===== src/rtl/rne_pkg.sv =====
`default_nettype none
package rne_pkg;

	localparam int PROB_BITS        = 12;
	localparam int STATE_LOWER_BITS = 16;
	localparam int FREQ_FIELD_BITS  = 16;
	localparam int RENORM_BITS      = 16;

	localparam int STATE_W  = 32;
	localparam int WORD_W   = 32;
	localparam int PAIR_W   = 64;
	localparam int NUM_PAIRS = 8;
	localparam int NIB_W    = 4;
	localparam int BYTE_W   = 8;
	localparam int ADDR_W   = 6;
	localparam int PAIR_IDX_W = $clog2(NUM_PAIRS);
	localparam int ADDR_LSB = $clog2(PAIR_W / 8);

	// threshold = freq << THR_SHIFT, so x >= threshold iff (x >> THR_SHIFT) >= freq
	localparam int THR_SHIFT = STATE_LOWER_BITS - PROB_BITS + RENORM_BITS;

	localparam logic [STATE_W-1:0] LOWER_BOUND = STATE_W'(1) << STATE_LOWER_BITS;

	localparam int DIV_STEPS = STATE_W;
	localparam int CNT_W     = $clog2(DIV_STEPS);

	typedef logic [NUM_PAIRS-1:0][PAIR_W-1:0] table_t;

	typedef struct packed {
		logic accept;
		logic look;
		logic lo_nib;
		logic div_step;
		logic update;
		logic flush_out;
		logic out_hi;
		logic out_lo;
	} cmd_t;

	typedef struct packed {
		logic emit_hi;
		logic emit_lo;
		logic out_free;
	} status_t;

endpackage
`default_nettype wire


===== src/rtl/rne_cfg_regs.sv =====
`default_nettype none
module rne_cfg_regs
	import rne_pkg::*;
(
	input  wire logic              clk,
	input  wire logic              arst_n,
	input  wire logic              psel,
	input  wire logic              penable,
	input  wire logic              pwrite,
	input  wire logic [ADDR_W-1:0] paddr,
	input  wire logic [PAIR_W-1:0] pwdata,
	output logic      [PAIR_W-1:0] prdata,
	output logic                   pready,
	output table_t                 pairs
);

	logic [PAIR_IDX_W-1:0] idx;
	table_t                pairs_q;

	assign idx    = paddr[ADDR_W-1:ADDR_LSB];
	assign pready = 1'b1;
	assign prdata = pairs_q[idx];
	assign pairs  = pairs_q;

	// write the addressed table pair in the access phase
	always_ff @(posedge clk or negedge arst_n) begin
		if (!arst_n) begin
			pairs_q <= '0;
		end else if (psel && penable && pwrite) begin
			pairs_q[idx] <= pwdata;
		end
	end

endmodule
`default_nettype wire


===== src/rtl/rne_datapath.sv =====
`default_nettype none
module rne_datapath
	import rne_pkg::*;
(
	input  wire logic              clk,
	input  wire logic              arst_n,
	input  wire cmd_t              cmd,
	output status_t                status,
	input  wire table_t            pairs,
	input  wire logic [BYTE_W-1:0] in_byte,
	output logic                   out_valid,
	input  wire logic              out_ready,
	output logic      [WORD_W-1:0] out_word,
	output logic                   out_final,
	output logic                   out_last
);

	logic [STATE_W-1:0]         coder_state_q;
	logic [BYTE_W-1:0]          byte_q;
	logic [FREQ_FIELD_BITS-1:0] freq_q;
	logic [FREQ_FIELD_BITS-1:0] start_q;
	logic [STATE_W-1:0]         quo_q;
	logic [STATE_W-1:0]         rem_q;
	logic [RENORM_BITS-1:0]     word_hi_q;
	logic [RENORM_BITS-1:0]     word_lo_q;
	logic                       emit_hi_q;
	logic                       emit_lo_q;
	logic                       out_valid_q;
	logic [WORD_W-1:0]          out_word_q;
	logic                       out_final_q;
	logic                       out_last_q;

	logic [NIB_W-1:0]           nib;
	logic [PAIR_W-1:0]          pair;
	logic [WORD_W-1:0]          tword;
	logic [FREQ_FIELD_BITS-1:0] freq;
	logic [FREQ_FIELD_BITS-1:0] start;
	logic                       emit;
	logic [STATE_W-1:0]         x_div;
	logic [STATE_W:0]           trial;
	logic                       fits;
	logic [STATE_W-1:0]         new_state;
	logic                       out_load;

	// table lookup for the current nibble
	assign nib   = cmd.lo_nib ? byte_q[NIB_W-1:0] : byte_q[BYTE_W-1:NIB_W];
	assign pair  = pairs[nib[NIB_W-1:1]];
	assign tword = nib[0] ? pair[PAIR_W-1:WORD_W] : pair[WORD_W-1:0];
	assign freq  = tword[FREQ_FIELD_BITS-1:0];
	assign start = tword[2*FREQ_FIELD_BITS-1:FREQ_FIELD_BITS];

	// renormalize when the state has reached freq << THR_SHIFT
	assign emit  = (coder_state_q >> THR_SHIFT) >= STATE_W'(freq);
	assign x_div = emit ? (coder_state_q >> RENORM_BITS) : coder_state_q;

	// one restoring division step; a zero divisor yields all ones and rem = x
	assign trial = {rem_q, quo_q[STATE_W-1]};
	assign fits  = trial >= (STATE_W + 1)'(freq_q);

	assign new_state = (quo_q << PROB_BITS) + rem_q + STATE_W'(start_q);

	always_ff @(posedge clk or negedge arst_n) begin
		if (!arst_n) begin
			coder_state_q <= LOWER_BOUND;
		end else if (cmd.update) begin
			coder_state_q <= new_state;
		end else if (cmd.flush_out) begin
			coder_state_q <= LOWER_BOUND;
		end
	end

	// hold the request byte, table fields, divider and emitted words
	always_ff @(posedge clk) begin
		if (cmd.accept) begin
			byte_q <= in_byte;
		end
		if (cmd.look) begin
			freq_q  <= freq;
			start_q <= start;
			quo_q   <= x_div;
			rem_q   <= '0;
			if (cmd.lo_nib) begin
				emit_lo_q <= emit;
				word_lo_q <= coder_state_q[RENORM_BITS-1:0];
			end else begin
				emit_hi_q <= emit;
				word_hi_q <= coder_state_q[RENORM_BITS-1:0];
			end
		end else if (cmd.div_step) begin
			quo_q <= {quo_q[STATE_W-2:0], fits};
			rem_q <= fits ? STATE_W'(trial - (STATE_W + 1)'(freq_q)) : trial[STATE_W-1:0];
		end
	end

	// output register
	assign out_load = cmd.flush_out || cmd.out_hi || cmd.out_lo;

	always_ff @(posedge clk or negedge arst_n) begin
		if (!arst_n) begin
			out_valid_q <= 1'b0;
		end else if (out_load) begin
			out_valid_q <= 1'b1;
		end else if (out_ready) begin
			out_valid_q <= 1'b0;
		end
	end

	always_ff @(posedge clk) begin
		if (cmd.flush_out) begin
			out_word_q  <= coder_state_q;
			out_final_q <= 1'b1;
			out_last_q  <= 1'b1;
		end else if (cmd.out_hi) begin
			out_word_q  <= WORD_W'(word_hi_q);
			out_final_q <= 1'b0;
			out_last_q  <= !emit_lo_q;
		end else if (cmd.out_lo) begin
			out_word_q  <= WORD_W'(word_lo_q);
			out_final_q <= 1'b0;
			out_last_q  <= 1'b1;
		end
	end

	assign out_valid = out_valid_q;
	assign out_word  = out_word_q;
	assign out_final = out_final_q;
	assign out_last  = out_last_q;

	assign status.emit_hi  = emit_hi_q;
	assign status.emit_lo  = emit_lo_q;
	assign status.out_free = !out_valid_q || out_ready;

endmodule
`default_nettype wire


===== src/rtl/rne_ctrl.sv =====
`default_nettype none
module rne_ctrl
	import rne_pkg::*;
(
	input  wire logic clk,
	input  wire logic arst_n,
	input  wire logic in_valid,
	input  wire logic in_kind,
	output logic      in_ready,
	input  wire status_t status,
	output cmd_t      cmd
);

	localparam logic [2:0] ST_IDLE   = 3'd0;
	localparam logic [2:0] ST_LOOK   = 3'd1;
	localparam logic [2:0] ST_DIV    = 3'd2;
	localparam logic [2:0] ST_UPD    = 3'd3;
	localparam logic [2:0] ST_OUT_HI = 3'd4;
	localparam logic [2:0] ST_OUT_LO = 3'd5;
	localparam logic [2:0] ST_FLUSH  = 3'd6;

	logic [2:0]       state_q;
	logic [2:0]       state_d;
	logic             nib_lo_q;
	logic [CNT_W-1:0] cnt_q;

	assign in_ready = (state_q == ST_IDLE);

	// next state and datapath commands
	always_comb begin
		state_d = state_q;
		cmd     = '0;
		cmd.lo_nib = nib_lo_q;
		case (state_q)
			ST_IDLE: begin
				if (in_valid) begin
					cmd.accept = 1'b1;
					state_d    = in_kind ? ST_FLUSH : ST_LOOK;
				end
			end
			ST_LOOK: begin
				cmd.look = 1'b1;
				state_d  = ST_DIV;
			end
			ST_DIV: begin
				cmd.div_step = 1'b1;
				if (cnt_q == CNT_W'(DIV_STEPS - 1)) begin
					state_d = ST_UPD;
				end
			end
			ST_UPD: begin
				cmd.update = 1'b1;
				if (!nib_lo_q) begin
					state_d = ST_LOOK;
				end else if (status.emit_hi) begin
					state_d = ST_OUT_HI;
				end else if (status.emit_lo) begin
					state_d = ST_OUT_LO;
				end else begin
					state_d = ST_IDLE;
				end
			end
			ST_OUT_HI: begin
				if (status.out_free) begin
					cmd.out_hi = 1'b1;
					state_d    = status.emit_lo ? ST_OUT_LO : ST_IDLE;
				end
			end
			ST_OUT_LO: begin
				if (status.out_free) begin
					cmd.out_lo = 1'b1;
					state_d    = ST_IDLE;
				end
			end
			ST_FLUSH: begin
				if (status.out_free) begin
					cmd.flush_out = 1'b1;
					state_d       = ST_IDLE;
				end
			end
			default: begin
				state_d = ST_IDLE;
			end
		endcase
	end

	// advance state, nibble select and division step count
	always_ff @(posedge clk or negedge arst_n) begin
		if (!arst_n) begin
			state_q  <= ST_IDLE;
			nib_lo_q <= 1'b0;
			cnt_q    <= '0;
		end else begin
			state_q <= state_d;
			if (cmd.accept) begin
				nib_lo_q <= 1'b0;
			end else if (cmd.update) begin
				nib_lo_q <= 1'b1;
			end
			if (cmd.look) begin
				cnt_q <= '0;
			end else if (cmd.div_step) begin
				cnt_q <= cnt_q + CNT_W'(1);
			end
		end
	end

endmodule
`default_nettype wire


===== src/rtl/rans_nibble_encoder_core.sv =====
`default_nettype none
// rANS encoder over 4-bit symbols with 16-bit renormalization. Feed source
// bytes last to first on the slave stream; each byte is coded upper nibble
// first. A request with tuser set flushes the 32-bit coder state as one
// result (tuser high) and returns the state to its lower bound. Encode
// requests give zero, one or two 16-bit words (tuser low), tlast on the last
// one. The symbol table lives in eight 64-bit APB registers at 8*i. One
// request is handled at a time: an encode request runs two table lookups,
// two 32-step restoring divisions on the shared radix-2 divider and two
// state updates, then output; a flush outputs the state. A result waits
// in the output register while the next request is taken. A zero
// frequency gives an unspecified code stream.
module rans_nibble_encoder_core
	import rne_pkg::*;
(
	input  wire logic              clk,
	input  wire logic              arst_n,
	input  wire logic              psel,
	input  wire logic              penable,
	input  wire logic              pwrite,
	input  wire logic [ADDR_W-1:0] paddr,
	input  wire logic [PAIR_W-1:0] pwdata,
	output logic      [PAIR_W-1:0] prdata,
	output logic                   pready,
	input  wire logic              s_axis_tvalid,
	output logic                   s_axis_tready,
	input  wire logic [7:0]        s_axis_tdata,  // [7:0] data_byte
	input  wire logic              s_axis_tuser,  // [0] kind
	output logic                   m_axis_tvalid,
	input  wire logic              m_axis_tready,
	output logic      [31:0]       m_axis_tdata,  // [31:0] out_word
	output logic                   m_axis_tuser,  // [0] is_final_state
	output logic                   m_axis_tlast
);

	table_t  pairs;
	cmd_t    cmd;
	status_t status;

	rne_cfg_regs u_cfg (
		.clk     (clk),
		.arst_n  (arst_n),
		.psel    (psel),
		.penable (penable),
		.pwrite  (pwrite),
		.paddr   (paddr),
		.pwdata  (pwdata),
		.prdata  (prdata),
		.pready  (pready),
		.pairs   (pairs)
	);

	rne_ctrl u_ctrl (
		.clk      (clk),
		.arst_n   (arst_n),
		.in_valid (s_axis_tvalid),
		.in_kind  (s_axis_tuser),
		.in_ready (s_axis_tready),
		.status   (status),
		.cmd      (cmd)
	);

	rne_datapath u_dp (
		.clk       (clk),
		.arst_n    (arst_n),
		.cmd       (cmd),
		.status    (status),
		.pairs     (pairs),
		.in_byte   (s_axis_tdata),
		.out_valid (m_axis_tvalid),
		.out_ready (m_axis_tready),
		.out_word  (m_axis_tdata),
		.out_final (m_axis_tuser),
		.out_last  (m_axis_tlast)
	);

endmodule
`default_nettype wire

===== config.mk =====
export PLATFORM = sky130hd
export DESIGN_NAME = rans_nibble_encoder_core
export DESIGN_NICKNAME = d
export VERILOG_FILES = /design/src/rtl/rne_pkg.sv /design/src/rtl/rne_cfg_regs.sv /design/src/rtl/rne_datapath.sv /design/src/rtl/rne_ctrl.sv /design/src/rtl/rans_nibble_encoder_core.sv
export SDC_FILE = /design/constraint.sdc
export NUM_CORES = 2
export LEC_CHECK = 0
export BUFFER_PORTS_ARGS = -buffer_cell sky130_fd_sc_hd__buf_4
export CAP_MARGIN = 20
export CORE_MARGIN = 2
export CORE_UTILIZATION = 51
export CTS_BUF_LIST = sky130_fd_sc_hd__clkbuf_4 sky130_fd_sc_hd__clkbuf_8
export DETAILED_ROUTE_END_ITERATION = 8
export PLACE_DENSITY = 0.77
export SETUP_SLACK_MARGIN = 0.3
export SYNTH_ARGS = -nofsm -noshare
export SYNTH_HDL_FRONTEND = slang
export SYNTH_SLANG_ARGS = --single-unit

===== constraint.sdc =====
create_clock -name clk -period 4.3 [get_ports clk]
set_input_delay 0.645 -clock clk [delete_from_list [all_inputs] [get_ports clk]]
set_output_delay 0.645 -clock clk [all_outputs]
set_load 0.1 [all_outputs]

==> metrics.cfg <==
[critical_path]
critPathCaptureType = flop
worstPathCellList = mux2i_4, buf_6, buf_12, mux4_2, and2_4, a211oi_2, a31oi_2, ha_1, nand2b_4, a21o_1, a21o_1, a31oi_1, o21ai_1, o21a_4, nand2_8, mux2i_1, mux2i_1
cp.arrival_ns = 4.35
cp_slowest_cell = mux4_2
path_buf_inv = 2
crit_fanout = 8
crit_path_start_kind = flop
crit_family = multiplexers
r2r_start = u_ctrl.nib_lo_q
critPathKind = reg2reg
path_depth = 17
cp.required_ns = 4.76
crit_path_max_incr_delay_ns = 0.51
crit_start = u_ctrl.nib_lo_q
reg2reg_depth = 17

[clock_tree]
clock_latency_ns = 0.76
clkTransAtPathRegs_ns = 0.07
cts_buffer_depth = 3
cts_buffers = 117
cts_tree = done
clock-sinks = 726
root_buffer = clkbuf_8
htreeDepth = 3

[detailed_routing]
route.detailed.drc = 0
vias = 27100
drtPass1Iterations = 6
drtAntennaViolNets = 0
routedWlPerCell_microns = 26.4
routed_wl_microns = 109000
drtIter0Drc = 3031
routed_via_density = 6.59

[power]
switching_share_pct = 39.7
p_seq_share_pct = 36.4
p_total_mw = 29.4
ir_drop_mv = 0.510
intPower_mw = 17.7
netSwitchingPower_mw = 11.7
combinationalPowerShare_pct = 40.7
clkPwrFrac_pct = 22.9
powerDensity_nw_per_um2 = 685
p_leak_nw = 18.4

[min_path]
min-delay-start = s_axis_tdata[1]
hp-class = in2reg
holdPathStages = 1

[timing]
whs_ns = 0.0896
hold_viol = 0
skew_ns = 0.0501
final_max_slew_viol_count = 0
finalCritPeriodShare_pct = 90.4
rsz0062_at_grt = yes
relSlewSlack_pct = 33.4
max_freq_mhz = 257
setup_viol = 0
tightest_slew_ns = 0.999
fin_crit_ns = 3.89
final.setup.worst_slack_ns = 0.411
finalSetupTns_ns = 0

[layout]
final_nets = 3238
fin_util_pct = 59.9
fillers = 5505
seqCellArea_sq_um = 18700
fin_cells = 4113
design_area_sq_um = 42900
area_growth_pct = 16.1
drive_above_1_share_pct = 37.7
multi_input_comb_area_sq_um = 17600

[placement]
pre_cts_ws_ns = 0.148
gp_congestion = 0.932
port_buffers = 182
postPlaceCellArea_sq_um = 39700
dp.cells = 3857
post-dp-hpwl_microns = 66500

[floorplanning]
dieArea_sq_um = 74600
ios = 187
initial_core_util_pct = 51.6
die_h_microns = 273
fp.coreArea_sq_um = 71600
die_x_microns = 273
fp-row-count = 98

[yosys]
synthTopCellsByArea = dfrtp_1 (37%), mux2_2 (16%), edfxtp_1 (11%)
ys_warn_count = 0
synth.avg_cell_area_sq_um = 13.0
syn_area_sq_um = 37000
synth.cells.most_frequent = dfrtp_1 (553), mux2_2 (524), a22oi_1 (257), nand2_1 (175), clkbuf_1 (161)
yosys_register_bits = 726
ys_types = 74
yosysSeqAreaShare_pct = 50.6
yosys.area.top_type_share_pct = 37.4
synth_area_leader_cell = dfrtp_1
yosysMostFrequentCell = dfrtp_1
ys.flop_type = dfrtp_1
synth-edff-count = 138
synthArstFlopShare_pct = 76.3
syn-instance-count = 2845
synth_nets = 3024

[grt]
antenna_found_initial = 13
grt_max_degree = 120
grt_use_total_pct = 28.9
grt_pass1_wl_microns = 166000
overflow = 0
grt_pass1_vias = 27900

[outcome]
status = finished clean

[job]
cap_viol_max_count = 0

==> cell type report <==
cell class              instances  share of cell area [%]
flip-flops and latches        726                    43.6
multi-input cells            1881                    40.9
repair buffers                283                    6.03
clock buffers                 170                    5.00
well taps                     950                    2.77
clock inverters                50                    1.24
inverters                      50                   0.437
diodes                          3                  0.0175
==> repair_timing <==
| action | CTS | global route |
|---|---|---|
| hold endpoints to repair | 19 | 0 |
| gates resized for setup | 6 | 24 |
| hold buffers | 1 | 0 |
| pin swaps | 2 | 5 |
| setup endpoints to repair | 16 | 34 |
| setup buffers | 5 | 20 |
| gates cloned | 5 | 1 |
==> state kept, by name (all words and copies together), names as in the netlist, 3 cells and up <==
signal              count
u_dp.word_lo_q         16
u_ctrl.state_q          3
u_dp.start_q           16
u_cfg.pairs           512
u_dp.quo_q             32
u_dp.freq_q            16
u_ctrl.cnt_q            5
u_dp.coder_state_q     32
u_dp.word_hi_q         16
u_dp.byte_q             8
u_dp.out_word          32
u_dp.rem_q             32
==> power groups by stage <==
stage | Clock (mW) | Sequential [mW] | Combinational, mW
after floorplan | 0 | 10.5 | 8.28
after global placement | 0 | 10.6 | 11.0
after detailed placement | 0 | 10.7 | 11.3
after CTS | 6.80 | 10.6 | 11.7
after global routing | 7.13 | 10.8 | 12.9
final | 6.72 | 10.7 | 12.0
==> logic make-up (layout without fill, tap and decap cells) <==
kind of cell	after synthesis	count (layout)	share of synthesized area (%)
AOI/OAI and AO/OA	586	586	11.0
buffers and inverters	240	553	2.61
other	1	4	0.0101
xor gates and xnor gates	48	48	1.14
and+or+nand+nor	436	438	5.92
muxes	715	715	25.5
adders and majority gates	93	93	3.27
DFF	726	726	50.6
==> metal layers <==
metal	global-route usage (%)	up-vias	part of all wire [%]
met5	0	-	0.11
met1	38.5	13800	40
met4	12.8	18	3.9
met3	7.92	346	10
li1	-	11400	-
met2	44.3	1557	46
==> final timing paths <==
path | end | slack, ns
setup / recovery | u_dp.quo_q[0] | 0.41
max in group asynchronous | u_cfg.pairs[103] | 2.55
hold reg to reg | u_dp.out_final | 0.47
setup reg to reg | u_dp.quo_q[0] | 0.41
hold / removal | u_dp.byte_q[1] | 0.09
min in group asynchronous | u_cfg.pairs[342] | 0.57
==> worst register-to-register path: stages (launching register included) <==
cell and delay (ns):
dfrtp_1 0.41, mux2i_4 0.31, buf_6 0.14, buf_12 0.15
mux4_2 0.52, and2_4 0.17, a211oi_2 0.17, a31oi_2 0.08
ha_1 0.29, nand2b_4 0.14, a21o_1 0.16, a21o_1 0.15
a31oi_1 0.16, o21ai_1 0.11, o21a_4 0.21, nand2_8 0.13
mux2i_1 0.22, mux2i_1 0.10
==> cells in the final DEF, fill, tap and decap left out, types with 34 or more instances in the layout <==
| cell type | netlist | routed |
|---|---|---|
| a21oi_1 | 52 | 51 |
| a22oi_1 | 257 | 257 |
| and2_1 | 38 | 37 |
| buf_4 | 3 | 241 |
| clkbuf_8 | 0 | 139 |
| dfrtp_1 | 553 | 553 |
| dfxtp_1 | 34 | 34 |
| edfxtp_1 | 138 | 138 |
| ha_1 | 87 | 87 |
| inv_1 | 50 | 50 |
| mux2_2 | 524 | 519 |
| mux2i_1 | 63 | 59 |
| mux4_2 | 128 | 128 |
| nand2_1 | 175 | 175 |
| nand4_1 | 74 | 74 |
| nor2_1 | 52 | 43 |
| o21ai_0 | 87 | 81 |
No activity file was read; power rests on OpenSTA's default activity.
